**config.mk**
```make
export PLATFORM = sky130hd
export DESIGN_NAME = file_uri_percent_decoder
export DESIGN_NICKNAME = d
export VERILOG_FILES = /design/src/rtl/fupd_pkg.sv /design/src/rtl/file_uri_percent_decoder.sv
export SDC_FILE = /design/constraint.sdc
export NUM_CORES = 1
export LEC_CHECK = 0
export ABC_AREA = 1
export ABC_CLOCK_PERIOD_IN_PS = 6900
export BUFFER_PORTS_ARGS = -buffer_cell sky130_fd_sc_hd__buf_2
export CORE_ASPECT_RATIO = 0.5
export CORE_MARGIN = 5
export CORE_UTILIZATION = 53
export DETAILED_ROUTE_END_ITERATION = 12
export HOLD_SLACK_MARGIN = 0.03
export PLACE_DENSITY = 0.83
export SKIP_LAST_GASP = 1
export SLEW_MARGIN = 20
export SYNTH_ARGS = -nofsm -noshare
export SYNTH_HDL_FRONTEND = slang
export SYNTH_SLANG_ARGS = --single-unit
```
**constraint.sdc**
```tcl
create_clock -name clk -period 6.9 [get_ports clk]
set_input_delay 1.035 -clock clk [delete_from_list [all_inputs] [get_ports clk]]
set_output_delay 1.035 -clock clk [all_outputs]
set_load 0.01 [all_outputs]
```
**src/rtl/fupd_pkg.sv**
```systemverilog
// Package for the file URI percent decoder.
// Holds the parse phase and status codes, stream widths, and the character
// tables and hex helper used by the decoder core. No dependencies.
package fupd_pkg;

	localparam int IN_TDATA_W  = 8;
	localparam int OUT_TDATA_W = 16;
	localparam int OUT_TUSER_W = 1;

	typedef enum logic [2:0] {
		PH_PREFIX,
		PH_HOST,
		PH_LOCAL,
		PH_PATH,
		PH_ESC1,
		PH_ESC2,
		PH_DRAIN
	} phase_t;

	typedef enum logic [2:0] {
		ST_OK,
		ST_NOT_FILE,
		ST_NOT_ABS,
		ST_QUERY,
		ST_INCOMPLETE,
		ST_BAD_HEX,
		ST_NUL
	} status_t;

	localparam logic [3:0] SCHEME_LEN = 4'd7;
	localparam logic [3:0] HOST_LEN   = 4'd10;

	localparam logic [7:0] CH_SLASH   = 8'h2f;
	localparam logic [7:0] CH_L       = 8'h6c;
	localparam logic [7:0] CH_PERCENT = 8'h25;
	localparam logic [7:0] CH_QUERY   = 8'h3f;
	localparam logic [7:0] CH_HASH    = 8'h23;
	localparam logic [7:0] CH_NUL     = 8'h00;

	// Characters of "file://".
	function automatic logic [7:0] scheme_char(input logic [2:0] idx);
		logic [7:0] c;
		case (idx)
			3'd0: c = 8'h66;
			3'd1: c = 8'h69;
			3'd2: c = 8'h6c;
			3'd3: c = 8'h65;
			3'd4: c = 8'h3a;
			3'd5: c = 8'h2f;
			3'd6: c = 8'h2f;
			default: c = 8'h00;
		endcase
		return c;
	endfunction

	// Characters of "localhost/".
	function automatic logic [7:0] host_char(input logic [3:0] idx);
		logic [7:0] c;
		case (idx)
			4'd0: c = 8'h6c;
			4'd1: c = 8'h6f;
			4'd2: c = 8'h63;
			4'd3: c = 8'h61;
			4'd4: c = 8'h6c;
			4'd5: c = 8'h68;
			4'd6: c = 8'h6f;
			4'd7: c = 8'h73;
			4'd8: c = 8'h74;
			4'd9: c = 8'h2f;
			default: c = 8'h00;
		endcase
		return c;
	endfunction

	// Returns {valid, nibble} for one ASCII hex digit of either case.
	function automatic logic [4:0] hex_nibble(input logic [7:0] c);
		logic [7:0] d;
		logic [4:0] r;
		r = 5'd0;
		d = 8'd0;
		if (c >= 8'h30 && c <= 8'h39) begin
			d = c - 8'h30;
			r = {1'b1, d[3:0]};
		end else if (c >= 8'h41 && c <= 8'h46) begin
			d = c - 8'h37;
			r = {1'b1, d[3:0]};
		end else if (c >= 8'h61 && c <= 8'h66) begin
			d = c - 8'h57;
			r = {1'b1, d[3:0]};
		end
		return r;
	endfunction

endpackage

```
**src/rtl/file_uri_percent_decoder.sv**
```systemverilog
// Top level of the file URI percent decoder: stream in, stream out.
// Depends on fupd_pkg for phase and status codes, character tables and
// the hex digit helper.
//
// The block takes one URI byte per transfer (tlast on the final byte) and
// accepts a new byte in every cycle as long as the output side keeps up. A
// byte is registered on entry, the parser state update and percent decode
// run between that register and the result register, which presents the
// result. Each decoded path
// byte leaves as its own transfer with tuser set; the final byte always
// gives a transfer with tlast set, whose tdata carries the status (zero for
// a good local absolute file URI). Bytes that complete nothing, such as
// prefix characters and the percent sign, give no transfer. The loop through
// the parser state is what sets the rate of one byte a cycle.
module file_uri_percent_decoder (
	input  logic                             clk,
	input  logic                             arst_n,
	input  logic                             s_tvalid,
	output logic                             s_tready,
	input  logic [fupd_pkg::IN_TDATA_W-1:0]  s_tdata,   // [7:0] in_byte
	input  logic                             s_tlast,   // last
	output logic                             m_tvalid,
	input  logic                             m_tready,
	output logic [fupd_pkg::OUT_TDATA_W-1:0] m_tdata,   // [7:0] out_byte, [10:8] status
	output logic [fupd_pkg::OUT_TUSER_W-1:0] m_tuser,   // [0] byte_valid
	output logic                             m_tlast    // done_res
);
	import fupd_pkg::*;

	// Input stage.
	logic       v_s1;
	logic [7:0] byte_s1;
	logic       last_s1;

	// Parser state.
	phase_t     phase_q, phase_nx;
	logic [3:0] pos_q, pos_nx;
	logic [7:0] digit_q, digit_nx;
	status_t    dec_err_q, dec_err_nx;
	logic       saw_q_q, saw_q_nx;
	status_t    early_q, early_nx;

	// Result register.
	logic       out_v_q;
	logic [7:0] out_byte_q;
	logic       out_bvalid_q;
	logic       out_last_q;
	status_t    out_status_q;

	logic       have;
	logic [7:0] val;
	status_t    status;
	logic       emit;
	logic       adv;

	logic [4:0] hi_hex, lo_hex;
	logic [7:0] esc_val;
	logic       esc_ok;
	logic       is_query;

	assign hi_hex   = hex_nibble(digit_q);
	assign lo_hex   = hex_nibble(byte_s1);
	assign esc_ok   = hi_hex[4] & lo_hex[4];
	assign esc_val  = {hi_hex[3:0], lo_hex[3:0]};
	assign is_query = (byte_s1 == CH_QUERY) || (byte_s1 == CH_HASH);

	// Next state of the parser for the byte in the input stage.
	always_comb begin
		phase_nx   = phase_q;
		pos_nx     = pos_q;
		digit_nx   = digit_q;
		dec_err_nx = dec_err_q;
		saw_q_nx   = saw_q_q;
		early_nx   = early_q;
		case (phase_q)
			PH_PREFIX: begin
				if (pos_q < SCHEME_LEN && byte_s1 == scheme_char(pos_q[2:0])) begin
					pos_nx = pos_q + 4'd1;
					if (pos_q == SCHEME_LEN - 4'd1)
						phase_nx = PH_HOST;
				end else begin
					early_nx = ST_NOT_FILE;
					phase_nx = PH_DRAIN;
				end
			end
			PH_HOST: begin
				if (byte_s1 == CH_SLASH) begin
					phase_nx = PH_PATH;
				end else if (byte_s1 == CH_L) begin
					phase_nx = PH_LOCAL;
					pos_nx   = 4'd1;
				end else begin
					early_nx = ST_NOT_ABS;
					phase_nx = PH_DRAIN;
				end
			end
			PH_LOCAL: begin
				if (pos_q < HOST_LEN && byte_s1 == host_char(pos_q)) begin
					if (pos_q == HOST_LEN - 4'd1)
						phase_nx = PH_PATH;
					else
						pos_nx = pos_q + 4'd1;
				end else begin
					early_nx = ST_NOT_ABS;
					phase_nx = PH_DRAIN;
				end
			end
			PH_PATH, PH_ESC1, PH_ESC2: begin
				if (is_query)
					saw_q_nx = 1'b1;
				if (dec_err_q == ST_OK) begin
					if (phase_q == PH_PATH) begin
						if (byte_s1 == CH_PERCENT)
							phase_nx = PH_ESC1;
					end else if (phase_q == PH_ESC1) begin
						digit_nx = byte_s1;
						phase_nx = PH_ESC2;
					end else begin
						phase_nx = PH_PATH;
						if (!esc_ok)
							dec_err_nx = ST_BAD_HEX;
						else if (esc_val == CH_NUL)
							dec_err_nx = ST_NUL;
					end
				end
			end
			default: ;
		endcase
	end

	// Result for the byte in the input stage.
	always_comb begin
		have = 1'b0;
		val  = 8'd0;
		case (phase_q)
			PH_HOST: begin
				if (byte_s1 == CH_SLASH) begin
					have = 1'b1;
					val  = byte_s1;
				end
			end
			PH_LOCAL: begin
				if (pos_q == HOST_LEN - 4'd1 && byte_s1 == host_char(pos_q)) begin
					have = 1'b1;
					val  = byte_s1;
				end
			end
			PH_PATH: begin
				if (dec_err_q == ST_OK && byte_s1 != CH_PERCENT) begin
					have = 1'b1;
					val  = byte_s1;
				end
			end
			PH_ESC2: begin
				if (dec_err_q == ST_OK && esc_ok && esc_val != CH_NUL) begin
					have = 1'b1;
					val  = esc_val;
				end
			end
			default: ;
		endcase
		if (saw_q_nx || dec_err_nx != ST_OK || early_nx != ST_OK)
			have = 1'b0;

		if (early_nx != ST_OK)
			status = early_nx;
		else if (phase_nx == PH_PREFIX)
			status = ST_NOT_FILE;
		else if (phase_nx inside {PH_HOST, PH_LOCAL})
			status = ST_NOT_ABS;
		else if (saw_q_nx)
			status = ST_QUERY;
		else if (dec_err_nx != ST_OK)
			status = dec_err_nx;
		else if (phase_nx inside {PH_ESC1, PH_ESC2})
			status = ST_INCOMPLETE;
		else
			status = ST_OK;
		if (!last_s1)
			status = ST_OK;
		if (status != ST_OK)
			have = 1'b0;
		if (!have)
			val = 8'd0;
	end

	assign emit     = v_s1 && (have || last_s1);
	assign adv      = v_s1 && (!emit || !out_v_q || m_tready);
	assign s_tready = !v_s1 || adv;

	always_ff @(posedge clk or negedge arst_n) begin
		if (!arst_n) begin
			v_s1 <= 1'b0;
		end else if (s_tready) begin
			v_s1 <= s_tvalid;
		end
	end

	always_ff @(posedge clk) begin
		if (s_tready && s_tvalid) begin
			byte_s1 <= s_tdata[7:0];
			last_s1 <= s_tlast;
		end
	end

	// A last byte returns the parser to its reset state.
	always_ff @(posedge clk or negedge arst_n) begin
		if (!arst_n) begin
			phase_q   <= PH_PREFIX;
			pos_q     <= 4'd0;
			digit_q   <= 8'd0;
			dec_err_q <= ST_OK;
			saw_q_q   <= 1'b0;
			early_q   <= ST_OK;
		end else if (adv) begin
			if (last_s1) begin
				phase_q   <= PH_PREFIX;
				pos_q     <= 4'd0;
				digit_q   <= 8'd0;
				dec_err_q <= ST_OK;
				saw_q_q   <= 1'b0;
				early_q   <= ST_OK;
			end else begin
				phase_q   <= phase_nx;
				pos_q     <= pos_nx;
				digit_q   <= digit_nx;
				dec_err_q <= dec_err_nx;
				saw_q_q   <= saw_q_nx;
				early_q   <= early_nx;
			end
		end
	end

	always_ff @(posedge clk or negedge arst_n) begin
		if (!arst_n) begin
			out_v_q <= 1'b0;
		end else if (adv && emit) begin
			out_v_q <= 1'b1;
		end else if (m_tready) begin
			out_v_q <= 1'b0;
		end
	end

	always_ff @(posedge clk) begin
		if (adv && emit) begin
			out_byte_q   <= val;
			out_bvalid_q <= have;
			out_last_q   <= last_s1;
			out_status_q <= status;
		end
	end

	assign m_tvalid = out_v_q;
	assign m_tdata  = {5'd0, out_status_q, out_byte_q};
	assign m_tuser  = out_bvalid_q;
	assign m_tlast  = out_last_q;

	// A transfer that does not end the URI must carry a decoded byte.
	a_mid_has_byte: assert property (@(posedge clk) disable iff (!arst_n)
		(out_v_q && !out_last_q) |-> out_bvalid_q)
		else $error("result without byte before the last transfer");

	// Only the last transfer may carry a nonzero status.
	a_status_only_last: assert property (@(posedge clk) disable iff (!arst_n)
		(out_v_q && !out_last_q) |-> (out_status_q == ST_OK))
		else $error("status reported before the last transfer");

	// A decoded byte is never delivered alongside an error status.
	a_byte_means_ok: assert property (@(posedge clk) disable iff (!arst_n)
		(out_v_q && out_bvalid_q) |-> (out_status_q == ST_OK))
		else $error("decoded byte delivered with an error status");

	// After the last byte the parser starts over.
	a_reset_after_last: assert property (@(posedge clk) disable iff (!arst_n)
		(adv && last_s1) |=> (phase_q == PH_PREFIX && !saw_q_q && early_q == ST_OK))
		else $error("parser state not cleared after the last byte");

	// An early error always parks the parser in the drain phase.
	a_early_drains: assert property (@(posedge clk) disable iff (!arst_n)
		(early_q != ST_OK) |-> (phase_q == PH_DRAIN))
		else $error("early error latched outside the drain phase");

endmodule
```
Word level (Yosys, flattened, before mapping)
Memories as Yosys holds them, arrays and structs flattened.
Cells that the tools add are included.
{"block": "totals", "romBits": 224, "word_cells": 187, "inputBits": 13, "n_memories": 2, "reg_bits": 46}
{"block": "classes", "eq_ne": 32, "n_lt_le_gt_ge": 14, "n_reduce_logical": 46, "mux": 71, "n_addsub": 7, "n_bitwise": 1}
{"memory": "(no name shown)", "depth": 16, "width": 7, "read_ports": 1, "rd_ports_with_merged_regs": 0, "write_ports": 0, "line": "fupd_pkg.sv:59", "source": "case (idx)"}
{"memory": "(no name shown)", "depth": 16, "width": 7, "read_ports": 1, "rd_ports_with_merged_regs": 0, "write_ports": 0, "line": "fupd_pkg.sv:59"}
{"cell": "two-way mux 8 bit", "n": 12}
{"cell": "two-way mux 3 bit", "n": 30}
{"cell": "case mux 7 bit (6 select lines)", "n": 1}
{"cell": "== test 8 x 6 -> 1 bit (second input constant)", "n": 4}
{"cell": "greater-or-equal comparator 8 x 7 -> 1 bit (second input constant)", "n": 4}
{"cell": "less-or-equal comparator 8 x 7 -> 1 bit (second input constant)", "n": 4}
{"cell": "case mux 8 bit (4 select lines)", "n": 1}
{"cell": "two-way mux 5 bit", "n": 6}
{"cell": "== test 8 bit", "n": 3}
{"cell": "two-way mux 4 bit", "n": 6}
{"cell": "== test 3 bit (second input constant)", "n": 7}
{"cell": "greater-or-equal comparator 8 x 6 -> 1 bit (second input constant)", "n": 2}
{"cell": "less-or-equal comparator 8 x 6 -> 1 bit (second input constant)", "n": 2}
{"cell": "logical AND 1 bit", "n": 16}
{"cell": "subtractor 4 x 3 -> 4 bit (second input constant)", "n": 4}
{"cell": "== test 3 x 2 -> 1 bit (second input constant)", "n": 5}
{"cell": "inequality test 3 bit (second input constant)", "n": 5}
{"cell": "logical NOT 3 bit", "n": 4}
{"cell": "case mux 3 bit (4 select lines)", "n": 1}
{"cell": "case mux 4 bit (3 select lines)", "n": 1}
{"cell": "nonzero test 2 bit", "n": 6}
{"cell": "two-way mux 1 bit", "n": 11}
{"cell": "== test 3 x 1 -> 1 bit (second input constant)", "n": 3}
{"cell": "case mux 3 bit (3 select lines)", "n": 1}
{"cell": "21 further kinds", "n": 32}

Logic depth before layout (Yosys ltp)
{"block": "logic_depth", "depth_word": 29, "depth_mapped": 22, "depth_no_buf": 22}

Worst setup path before layout
OpenSTA, ideal clock, no wires.
{"block": "synth_timing", "path_type": "register to output", "startpoint": "reg pos_q[1]", "endpoint": "out s_tready", "arrival_ns": 2.301, "path_stages_with_launch": 17, "n_path_buf": 0, "setup_slack_ns": 3.564, "cell_sequence": "dfrtp_1 > inv_1 > ha_1 > o21ai_0 > nand3_1 > nand2_1 > nand2_1 > nor2_1 > nand3_2 > nand2_2 > inv_2 > o21ai_4 > nand2_2 > nor2_4 > nand3_4 > nand2_4 > nand3_4"}
{"block": "synth_via", "elab_chain_cells": 26}
{"item": "start: declaration", "line": "file_uri_percent_decoder.sv:37", "source": "logic [3:0] pos_q, pos_nx;"}
{"item": "start signal: assignment", "line": "file_uri_percent_decoder.sv:225", "source": "pos_q <= pos_nx;"}
{"item": "== test 3 bit", "line": "fupd_pkg.sv:43", "source": "case (idx)"}
{"item": "OR reduction 2 bit (no source line)"}
{"item": "case mux 7 bit (6 select lines)", "line": "fupd_pkg.sv:43"}
{"item": "two-way mux 8 bit", "line": "file_uri_percent_decoder.sv:75", "source": "case (phase_q)"}
{"item": "== test 8 bit", "line": "file_uri_percent_decoder.sv:77", "source": "if (pos_q < SCHEME_LEN && byte_s1 == scheme_char(pos_q[2:0])) begin"}
{"item": "logical AND 1 bit", "line": "file_uri_percent_decoder.sv:77"}
{"item": "two-way mux 3 bit", "line": "file_uri_percent_decoder.sv:77"}
{"item": "case mux 3 bit (4 select lines)", "line": "file_uri_percent_decoder.sv:75"}
{"item": "(+9 left out)"}
{"item": "nonzero test 3 bit", "line": "file_uri_percent_decoder.sv:181", "source": "if (status != ST_OK)"}
{"item": "two-way mux 1 bit *", "line": "file_uri_percent_decoder.sv:181"}
{"item": "logical OR 1 bit *", "line": "file_uri_percent_decoder.sv:187", "source": "assign emit = v_s1 && (have || last_s1);"}
{"item": "logical AND 1 bit *", "line": "file_uri_percent_decoder.sv:187"}
{"item": "logical NOT 1 bit *", "line": "file_uri_percent_decoder.sv:188", "source": "assign adv = v_s1 && (!emit || !out_v_q || m_tready);"}
{"item": "logical OR 1 bit * (2 in a row)", "line": "file_uri_percent_decoder.sv:188"}
{"item": "logical AND 1 bit *", "line": "file_uri_percent_decoder.sv:188"}
{"item": "logical OR 1 bit *", "line": "file_uri_percent_decoder.sv:189", "source": "assign s_tready = !v_s1 || adv;"}
{"item": "end: declaration", "line": "file_uri_percent_decoder.sv:19", "source": "output logic s_tready,"}
Every way passes the cells marked *; elsewhere a longest branch is shown, timed or not. The select of a mux whose other input is x is not followed.

Final worst setup path
{"block": "layout_timing", "startpoint": "reg pos_q[0]", "endpoint": "out s_tready"}
The elaborated chain is that of the path after synthesis.

==> results.tsv <==
stage	metric	value	unit
status	status	finished clean	
pwr	combinational power share	51.9	%
detailed_routing	total wire length	9280	um
placement	detailed-placement wirelength estimate	7040	um
worst_setup_path	Crit. End Element	output pin	
pwr	Sw Pwr	0.636	mW
layout	area grow syn2layout	7.95	%
clock_tree	cts-stage hold buffer count	0	
run	max cap viols	0	
detailed_routing	Antenna Nets Post-Route	0	
layout	final core utilization	59.9	%
clock_tree	H-tree Lvls	2	
floorplan	Die Wd	129	um
pwr	Clk pwr share	18.1	%
worst_setup_path	largest fanout on the critical path	10	
grt	largest net degree at the start of global routing	25	
floorplan	Boundary Pins	33	
pwr	Max IR drop VDD	0.141	mV
timing	Final min period	4270	ps
grt	Overall Global Routing Usage	21.4	%
grt	first-pass GRT wire length	15600	um
clock_tree	PostCTS Resize Cnt	0	
layout	most common cell after layout, fill and taps aside	nand2_1	
clock_tree	Longest Clk Path Bufs	2	
grt	number of global-route vias before repair	3211	
synthesis	syn_area_per_cell	7.09	um^2
detailed_routing	WL/cell	14.3	um
timing	Peak Freq	0.234	GHz
timing	clock skew	6.66	ps
timing	Sum Neg Setup Slack	0	ps
worst_setup_path	Worst EP required	5860	ps
pwr	part of the power in registers	30.0	%
timing	slew margin rel.	27.2	%
clock_tree	Clock Sinks	46	
grt	initial antenna violation count	0	
detailed_routing	Vias	3527	
detailed_routing	DRC viols	0	
timing	Final setup viols	0	
worst_setup_path	reg2reg setup slack	2940	ps
floorplan	Die ar.	8990	um^2
clock_tree	number of CTS-inserted buffers	5	
worst_setup_path	critical setup path kind	reg -> out	
synthesis	synthesized flop and latch total	46	
detailed_routing	TritonRoute pass-1 iters	5	
grt	total gr overflow	0	
layout	Nets	582	
synthesis	Synth cell types	44	
clock_tree	# Post-CTS Setup Buffers	0	
placement	count of buffers inserted at the top-level ports	27	
clock_tree	CTS tree	done	
pwr	Power Dens Cells	329	nW/um^2
synthesis	Mapped Area	3760	um^2
floorplan	Rows	21	
layout	Antenna diodes	0	
synthesis	Seq/Total Area, Yosys	33.5	%
floorplan	die height	69.6	um
layout	most frequent cells in the layout	170 x nand2_1, 52 x inv_1, 52 x nor2_1	
layout	fraction of layout cells with a size suffix above 1	17.1	%
clock_tree	Clock Latency Late Sink	290	ps
pwr	Leakage	1.99	nW
synthesis	Post-Syn Instances	531	
timing	Max Slew Vio Count	0	
timing	ratio of final minimum period to clock period	61.9	%
worst_setup_path	CP Launch Type	flip-flop	
floorplan	Initial Util	55.5	%
synthesis	Post-synth EDFFs	22	
synthesis	Top FF cell, synth	dfrtp_1	
timing	RSZ-0062 raised after global routing	false	
detailed_routing	DR iter-0 viols	304	
clock_tree	Clock Tree Root	clkbuf_16	
synthesis	synth warn	0	
pwr	Int Power	0.699	mW
placement	gpl congestion	0.981	
detailed_routing	Vias/cell	5.45	
pwr	sw frac	47.6	%
timing	Slew @ Worst Pin	1090	ps
floorplan	CORE AREA	6780	um^2
worst_hold_path	worst hold path class	reg -> reg	
timing	final hold violations	0	
clock_tree	clk slew on worst S/H paths	70	ps
synthesis	fraction of registers with async set/reset	52.2	%
worst_setup_path	Crit path arrival time	3240	ps
-- state kept, by name, indices dropped and copies added (netlist names) --
| register | cells |
|---|---|
| byte_s1 | 8 |
| digit_q | 8 |
| out_byte_q | 8 |
| pos_q | 4 |
| dec_err_q | 3 |
| early_q | 3 |
| out_status_q | 3 |
| phase_q | 3 |
| last_s1 | 1 |
| m_tlast | 1 |
| m_tuser | 1 |
| m_tvalid | 1 |
| saw_q_q | 1 |
| v_s1 | 1 |
-- layout make-up --
| class | instances | area, um^2 |
|---|---|---|
| multi-input cells | 412 | 2170 |
| clock inverters | 3 | 21.3 |
| repair buffers | 27 | 135 |
| well taps | 92 | 115 |
| clock buffers | 5 | 125 |
| flip-flops and latches | 46 | 1260 |
| inverters | 62 | 233 |
| fillers | 623 | 2720 |
-- per-stage QoR --
step | setup slack [ps] | area [um^2] | cells | power (mW) | hold WS (ps)
after floorplan | 3560 | 3780 | 535 | 0.940 | 442
after global placement | 3060 | 3920 | 639 | 1.06 | 468
after detailed placement | 2990 | 3920 | 639 | 1.08 | 483
after CTS | 2680 | 4060 | 647 | 1.32 | 500
after global routing | 2350 | 4060 | 647 | 1.45 | 538
final | 2630 | 4060 | 647 | 1.33 | 499
-- synth_stat cells, types with 2 or more instances --
| cell | n | area (um^2) |
|---|---|---|
| nand2_1 | 170 | 638 |
| inv_1 | 52 | 195 |
| nor2_1 | 52 | 195 |
| nand3_1 | 48 | 240 |
| dfrtp_1 | 24 | 601 |
| edfxtp_1 | 22 | 661 |
| o21ai_0 | 19 | 95.1 |
| ha_1 | 15 | 188 |
| a21oi_1 | 14 | 70.1 |
| nand4_1 | 13 | 81.3 |
| nand2_2 | 12 | 75.1 |
| inv_2 | 10 | 37.5 |
| buf_4 | 9 | 67.6 |
| nor2_2 | 9 | 56.3 |
| nand2_4 | 7 | 78.8 |
| nand3_2 | 6 | 60.1 |
| nor3_1 | 5 | 25.0 |
| and2_1 | 3 | 18.8 |
| buf_6 | 3 | 33.8 |
| clkbuf_1 | 3 | 11.3 |
| nand3_4 | 3 | 52.6 |
| nor2_4 | 3 | 33.8 |
| o21ai_1 | 3 | 15.0 |
| o22ai_1 | 3 | 18.8 |
| nor4_1 | 2 | 12.5 |
| o21ai_2 | 2 | 17.5 |
| or2_2 | 2 | 12.5 |
-- power groups by stage --
| stage | combinational, mW | sequential (mW) | clock, mW |
|---|---|---|---|
| after floorplan | 0.557 | 0.383 | 0 |
| after global placement | 0.661 | 0.402 | 0 |
| after global routing | 0.786 | 0.407 | 0.253 |
| after detailed placement | 0.675 | 0.404 | 0 |
| final | 0.693 | 0.400 | 0.242 |
| after CTS | 0.682 | 0.398 | 0.243 |
-- kinds of logic after synthesis --
| logic type | count (synthesis) | share of synthesized area [%] |
|---|---|---|
| and+or+nand+nor | 340 | 43.3 |
| buffers and inverters | 77 | 9.18 |
| AOI/OAI and AO/OA | 51 | 8.71 |
| DFF | 46 | 33.5 |
| adders and majority gates | 15 | 4.99 |
| xor gates and xnor gates | 1 | 0.233 |
| other | 1 | 0.0997 |
-- worst paths after layout --
check,startpoint,cells past startpoint,endpoint
min reg2reg,digit_q[4]$_DFFE_PN0P_,2,digit_q[4]$_DFFE_PN0P_
max,pos_q[0]$_DFFE_PN0P_,17,s_tready
max reg2reg,pos_q[0]$_DFFE_PN0P_,17,out_byte_q[1]$_SDFFCE_PN0P_
min,digit_q[4]$_DFFE_PN0P_,2,digit_q[4]$_DFFE_PN0P_
max in group asynchronous,arst_n,1,phase_q[2]$_DFFE_PN0P_
min in group asynchronous,arst_n,1,digit_q[5]$_DFFE_PN0P_
-- per-layer routing --
metal	global-route usage, %	vias to the layer above	routed length, um
met5	0	-	0
met4	6.87	0	195
met3	4.08	20	910
met2	30.2	170	3750
met1	32.5	1583	4430
li1	-	1754	-
-- worst max-delay path: stages, from the launching register on --
cell and delay (ps):
dfrtp_1 460, inv_1 170, ha_1 290, o21ai_0 340, nand3_1 130, nand2_1 80, nand2_1 60, nor2_1 140
nand3_2 120, nand2_2 100, inv_2 60, o21ai_4 150, nand2_2 100, nor2_4 140, nand3_4 160, nand2_4 130
nand3_4 140, buf_2 190
Power figures use the tool's default switching activity.
